<file path="config.mk">
export PLATFORM = sky130hd
export DESIGN_NAME = aloa_ctrl
export DESIGN_NICKNAME = d
export VERILOG_FILES = /design/src/rtl/aloa_pkg.sv /design/src/rtl/aloa_ctrl.sv
export SDC_FILE = /design/constraint.sdc
export NUM_CORES = 1
export LEC_CHECK = 0
export BUFFER_PORTS_ARGS = -buffer_cell sky130_fd_sc_hd__buf_2
export CAP_MARGIN = 20
export CELL_PAD_IN_SITES_DETAIL_PLACEMENT = 1
export CELL_PAD_IN_SITES_GLOBAL_PLACEMENT = 1
export CORE_MARGIN = 1.5
export CORE_UTILIZATION = 29
export DETAILED_ROUTE_END_ITERATION = 6
export GPL_ROUTABILITY_DRIVEN = 0
export MAX_ROUTING_LAYER = met4
export PLACE_DENSITY = 0.7
export SETUP_SLACK_MARGIN = 0.4
export SLEW_MARGIN = 10
export SYNTH_ARGS = -nofsm -noshare
export SYNTH_HDL_FRONTEND = slang
export SYNTH_SLANG_ARGS = --single-unit
</file>
<file path="constraint.sdc">
create_clock -name clock -period 1.5 [get_ports clock]
set_clock_uncertainty 0.15 [all_clocks]
set_input_delay 0.3 -clock clock [delete_from_list [all_inputs] [get_ports clock]]
set_output_delay 0.3 -clock clock [all_outputs]
set_load 0.02 [all_outputs]
</file>
<file path="src/rtl/aloa_pkg.sv">
// ----------------------------------------------------------------------------
// aloa_pkg
// Shared constants, register codes and controller/datapath bundles for the
// loop recorder with overdub and automatic gain reduction.
// ----------------------------------------------------------------------------
package aloa_pkg;

   // loop store geometry
   localparam int LOOP_DEPTH = 32768;
   localparam int ADDR_W     = $clog2(LOOP_DEPTH);
   // width for comparing position+1 against the programmed length
   localparam int CMP_W      = (ADDR_W + 1 > 16) ? ADDR_W + 1 : 16;

   // sample and gain encodings
   localparam logic signed [15:0] SAMPLE_MAX = 16'sh7FFF;
   localparam logic signed [15:0] SAMPLE_MIN = 16'sh8000;
   localparam logic [16:0]        GAIN_UNITY = 17'h10000;

   // configuration reset values
   localparam logic [15:0] LOOP_LENGTH_RESET = 16'd20000;
   localparam logic [15:0] CLIP_LIMIT_RESET  = 16'd3000;

   // serial divider for the gain: one quotient bit per step
   localparam int DIV_STEPS = 16;
   localparam int DIV_CNT_W = $clog2(DIV_STEPS);

   // configuration port
   localparam int CSR_ADDR_W = 3;
   localparam int CSR_DATA_W = 32;
   localparam logic REG_LOOP_LENGTH = 1'b0;
   localparam logic REG_CLIP_LIMIT  = 1'b1;

   typedef struct packed {
      logic accept;     // capture sample, update input extremes, form difference
      logic mul;        // register gain product
      logic store;      // saturate, mix into store, pass-end bookkeeping
      logic eval;       // compare range against clip limit, set up divider
      logic div_step;   // one restoring divide step
      logic gain_load;  // quotient becomes the new gain
      logic out_load;   // result into the output register
   } aloa_cmd_type;

   typedef struct packed {
      logic pass_end;   // valid during the store step
      logic clip;       // valid during the eval step
   } aloa_stat_type;

endpackage

</file>
<file path="src/rtl/aloa_ctrl.sv">
// ----------------------------------------------------------------------------
// aloa_ctrl
// Sequencer: walks one sample through scale, store and pass-end gain update,
// and owns the input ready and output valid handshake.
// ----------------------------------------------------------------------------
module aloa_ctrl (
   input  logic                   clock,
   input  logic                   reset,
   input  logic                   req_tvalid,
   output logic                   req_tready,
   output logic                   rsp_tvalid,
   input  logic                   rsp_tready,
   output aloa_pkg::aloa_cmd_type cmd,
   input  aloa_pkg::aloa_stat_type stat
);
   import aloa_pkg::*;

   typedef enum logic [2:0] {
      ST_IDLE,
      ST_MUL,
      ST_STORE,
      ST_EVAL,
      ST_DIV,
      ST_GAIN,
      ST_FINISH
   } state_type;

   state_type              state_ff, state_in;
   logic [DIV_CNT_W-1:0]   cnt_ff, cnt_in;
   logic                   rsp_tvalid_ff, rsp_tvalid_in;
   logic                   out_free;

   assign req_tready = (state_ff == ST_IDLE);
   assign rsp_tvalid = rsp_tvalid_ff;
   assign out_free   = !rsp_tvalid_ff || rsp_tready;

   always_comb begin
      cmd           = '0;
      state_in      = state_ff;
      cnt_in        = cnt_ff;
      rsp_tvalid_in = rsp_tvalid_ff && !rsp_tready;
      unique case (state_ff)
         ST_IDLE: begin
            if (req_tvalid) begin
               cmd.accept = 1'b1;
               state_in   = ST_MUL;
            end
         end
         ST_MUL: begin
            cmd.mul  = 1'b1;
            state_in = ST_STORE;
         end
         ST_STORE: begin
            cmd.store = 1'b1;
            state_in  = stat.pass_end ? ST_EVAL : ST_FINISH;
         end
         ST_EVAL: begin
            cmd.eval = 1'b1;
            cnt_in   = '0;
            state_in = stat.clip ? ST_DIV : ST_FINISH;
         end
         ST_DIV: begin
            cmd.div_step = 1'b1;
            if (cnt_ff == DIV_CNT_W'(DIV_STEPS - 1)) begin
               cnt_in   = '0;
               state_in = ST_GAIN;
            end else begin
               cnt_in = cnt_ff + 1'b1;
            end
         end
         ST_GAIN: begin
            cmd.gain_load = 1'b1;
            state_in      = ST_FINISH;
         end
         ST_FINISH: begin
            if (out_free) begin
               cmd.out_load  = 1'b1;
               rsp_tvalid_in = 1'b1;
               state_in      = ST_IDLE;
            end
         end
         default: state_in = ST_IDLE;
      endcase
   end

   always_ff @(posedge clock) begin
      if (reset) begin
         state_ff      <= ST_IDLE;
         cnt_ff        <= '0;
         rsp_tvalid_ff <= 1'b0;
      end else begin
         state_ff      <= state_in;
         cnt_ff        <= cnt_in;
         rsp_tvalid_ff <= rsp_tvalid_in;
      end
   end

   // a new result only appears out of the finish step
   a_valid_from_finish: assert property (@(posedge clock) disable iff (reset)
      $rose(rsp_tvalid_ff) |-> $past(state_ff == ST_FINISH))
      else $error("result valid raised outside finish step");

   // step counter only runs while dividing
   a_cnt_in_div: assert property (@(posedge clock) disable iff (reset)
      (cnt_ff != '0) |-> (state_ff == ST_DIV))
      else $error("divide counter active outside divide");

   // gain is loaded only after the full set of divide steps
   a_gain_after_div: assert property (@(posedge clock) disable iff (reset)
      (state_ff == ST_GAIN) |->
         $past(state_ff == ST_DIV && cnt_ff == DIV_CNT_W'(DIV_STEPS - 1)))
      else $error("gain load without complete division");

endmodule

</file>
[Word level (Yosys, flattened, before mapping)]
Index checks and enable logic that the tools add are counted.
Word-level totals
  output and inout port bits: 9
  logic and storage cells: 40
  bits of input ports: 6
  bits in latches: 0
  RAM bits: 0
  memories kept: 0
  ROM bits: 0
  bits in registers: 8
Operators by class
  bitwise logic cells: 0
  add/subtract/negate cells: 1
  mux-type cells: 19
  divide/modulo/power cells: 0
  order comparisons: 0
  shifts and indexed selects: 0
  equality and inequality tests: 10
  reduce and logical (&&, ||, !) cells: 7
  multipliers: 0
Operator list (count)
  case mux 3 bit (7 select lines): 1
  two-way mux 3 bit: 4
  two-way mux 1 bit: 11
  == test 3 bit, second input constant: 3
  case mux 4 bit (2 select lines): 1
  == test 3 x 2 -> 1 bit, second input constant: 2
  != test 2 bit, second input constant: 3
  adder 4 x 1 -> 4 bit, second input constant: 1
  == test 4 bit, second input constant: 1
  two-way mux 4 bit: 1
  == test 3 x 1 -> 1 bit, second input constant: 1
  logical NOT 3 bit: 1
  AND reduction 3 bit: 1
  logical NOT 1 bit: 2
  two-way mux 2 bit: 1
  nonzero test 2 bit: 1
  logical AND 1 bit: 1
  logical OR 1 bit: 1

[Logic depth before layout (Yosys ltp)]
  word-level depth: 4
  mapped depth: 5
  mapped depth without buffers: 4

[Worst setup path before layout]
OpenSTA, ideal clock, no wires.
  kind: reg2out
  start: register state_ff[1]
  end: output port cmd[4] (netlist name)
  stages on the path, launching flop included: 4
  buffers on the path: 1
  data required time: 1050 ps
  arrival: 1211 ps
  path slack: -161 ps
  cell sequence: dfxtp_1 -> clkbuf_1 -> inv_1 -> nor3_1
RTL lines
  start, declared: RTL line aloa_ctrl.sv:28  | state_type state_ff, state_in;
  start signal, assigned: RTL line aloa_ctrl.sv:92  | state_ff <= state_in;
  end, declared: RTL line aloa_ctrl.sv:13  | output aloa_pkg::aloa_cmd_type cmd,

==> results.md <==
- Clock-pin slew on the worst setup and hold paths: 60 ps
- Synth area leader: dfxtp_1
- CTS Buf Count: 3
- Antenna viol nets, final: 0
- Main synth FF type: dfxtp_1
- Register bit total from synthesis: 8
- Placed Cells: 93
- Die Y: 42.8 um
- Nets@finish: 98
- Failing checks: setup timing
- Top-area cell type share of the netlist area: 0.348
- Cell Pwr Density: approximately 810 nW/um2
- TritonCTS clock tree: done
- Maximum clock frequency: between 600 and 700 MHz
- Synth cell count leaders: a21oi_1, dfxtp_1, and3_1, inv_1, nor2_1
- GRT Total Usage: 0.239
- H-tree depth: 1
- Mapped Nets: ~70
- Final std cells w/o fill: around 110
- Syn-to-layout area delta: 101%
- Clock sinks: 8
- Critical-path cell list: or3b_4 > inv_2 > buf_6
- Hold WC Path Type: input port to flip-flop
- Period minus WS final: 1650 ps
- Mux contribution to synthesized area: 0
- Syn Inst Count: 62
- Critical Path Source Type: flip-flop
- Peak VDD IR: around 460 uV
- Fraction of the mapped netlist area in compound gates: 0.207
- Area of the die: ~1800 um2
- Root buf cell: clkbuf_4
- RSZ-0062 raised after global routing: yes
- Initial DRC count: 8
- Clk Latency, worst-skew pair: between 200 and 300 ps
- Simple-Gate Fraction of Synth Area: 0.334
- Area contributors post-synth: dfxtp_1, a21oi_1, and3_1, nor4_1, nand3_1
- Post-synthesis adder-cell area fraction: 0.0272
- CP peak stage delay: around 380 ps
- Final Hold Viols: 0
- Maxcap violations: 0
- Worst-Margin Slew: about 230 ps
- Critical path capture point type: output port
- Share of cells above drive strength 1: 0.674
- FP Rows: 14
- Crit-path slowest cell: or3b_4
- Count of input and output buffers: 14
- Area share of xor/xnor cells in the synthesized design: 0
- Asr flop ratio synth: 0
- CP required: approximately 1100 ps
- Levels on crit path: 3
- Largest family of logic cells by synthesized area: simple AND/OR/NAND/NOR gates
- CP Max Fanout: 4
- Pre-CTS setup slack: about 35 ps
- Core area: around 1500 um2
- Post-Syn Area: ~460 um2
- Count leader, synth: a21oi_1
- Chip Width: 42.8 um
- Endpoints failing setup: 10
- I/O Pins: 15
- HPWL Detailed: about 1000 um
- Ant. Diodes: 0
- Headroom to the max-slew limit: 0.842
- Hold bufs inserted after CTS: 0
- Residual DRC count: 0
- Setup slack after layout: -150 ps
- Initial antenna violation count: 0
- Worst R2R Path Depth: 4
- Static leakage: around 0.37 nW
- WS Path Type: flip-flop to output port
- Worst path top cell family by delay: simple AND/OR/NAND/NOR gates
- Syn Area/Cell: between 7 and 8 um2
- Sequential fraction of the synthesis area: 0.348
- CP arrival: approximately 1200 ps
- Clock tree buffer depth: 2
- Pre-antenna DRT Iters: 4
- WL final: 1980 um
- Status: finished with violations
- Pin count of the biggest net entering global routing: 9
- Post-synth EDFFs: 0
- Min-Delay Path Depth: 2
- First-pass GRT wire length: about 3100 um
- Total grt overflow: 0
- Starting density of the core: 0.309
- Netlist cell types: 27
- Buf/Inv on CP: 2
- DR vias: just under 600
- Final cycle utilization of the critical path: 1.10
- Ys Warns: 0
- Slew Limit Fails: 0
- Average wire per standard cell: 18.9 um
- Vias/cell: 5.62
- Vias in the first global route: roughly 600
worst reg2reg max path, cell delays in order (launching register included):
cell     delay, ps
dfxtp_4        360
or3b_4         380
buf_4          160
a311o_1        300
a21oi_1        170
cell families after synthesis:
group	Yosys count
flops	8
fa+ha+maj	1
simple gates	27
buf+inv	10
compound gates	16
cell usage in the layout, fill, tap and decap left out, types with 2 or more instances in the layout:
| cell type | instances |
|---|---|
| nor2_1 | 3 |
| dfxtp_2 | 4 |
| dfxtp_4 | 3 |
| buf_2 | 5 |
| and3_4 | 4 |
| clkbuf_4 | 3 |
| nand3_1 | 3 |
| nand4_1 | 2 |
| inv_2 | 2 |
| buf_12 | 2 |
| nor3_4 | 2 |
| buf_4 | 5 |
| a21oi_1 | 7 |
| buf_6 | 16 |
| nand2b_1 | 2 |
what timing repair did:
action	4_1_cts	5_1_grt
resized for setup	44	7
gates cloned	1	0
pin swaps	10	3
setup endpoints to repair	16	17
setup buffers	8	0
cell type report:
cell class,instances,area [um2]
Multi-Input combinational cell,44,380
Timing Repair Buffer,29,298
Fill cell,172,563
Sequential cell,8,176
Tap cell,16,20.0
Clock buffer,3,22.5
Inverter,5,28.8
sequential cells by signal, indices dropped and copies added, names as in the netlist:
| register | flops |
|---|---|
| rsp_tvalid | 1 |
| state_ff | 3 |
| cnt_ff | 4 |
report_power, final:
part,internal (mW),total (mW),switching (mW)
Sequential,0.227,0.245,0.0187
Combinational,0.171,0.331,0.160
Clock,0.0921,0.173,0.0812
Total,0.489,0.749,0.260
per-stage QoR:
stage	instance area, um2	total power [mW]	hold WS [ps]	TNS [ps]	utilization
final	926	0.749	198	-891	0.622
after CTS	893	0.729	175	-622	0.600
after global routing	926	0.791	199	-1290	0.622
after detailed placement	656	0.450	355	0	0.440
after floorplan	546	0.387	330	0	-
after global placement	656	0.447	346	0	0.440
final timing paths:
kind	startpoint	end	slack, ps
max reg2reg	state_ff[0]	cnt_ff[0]	-110
max	state_ff[0]	cmd[2]	-150
min	reset	state_ff[0]	200
min reg2reg	cnt_ff[1]	cnt_ff[1]	400
routing by layer:
metal	up-vias	global-route usage	routed length, um
met5	-	-	0
li1	284	-	-
met4	0	0.0375	12
met1	293	0.294	859
met2	10	0.406	1060
met3	3	0.0511	48
No activity file was read; power rests on OpenSTA's default activity.
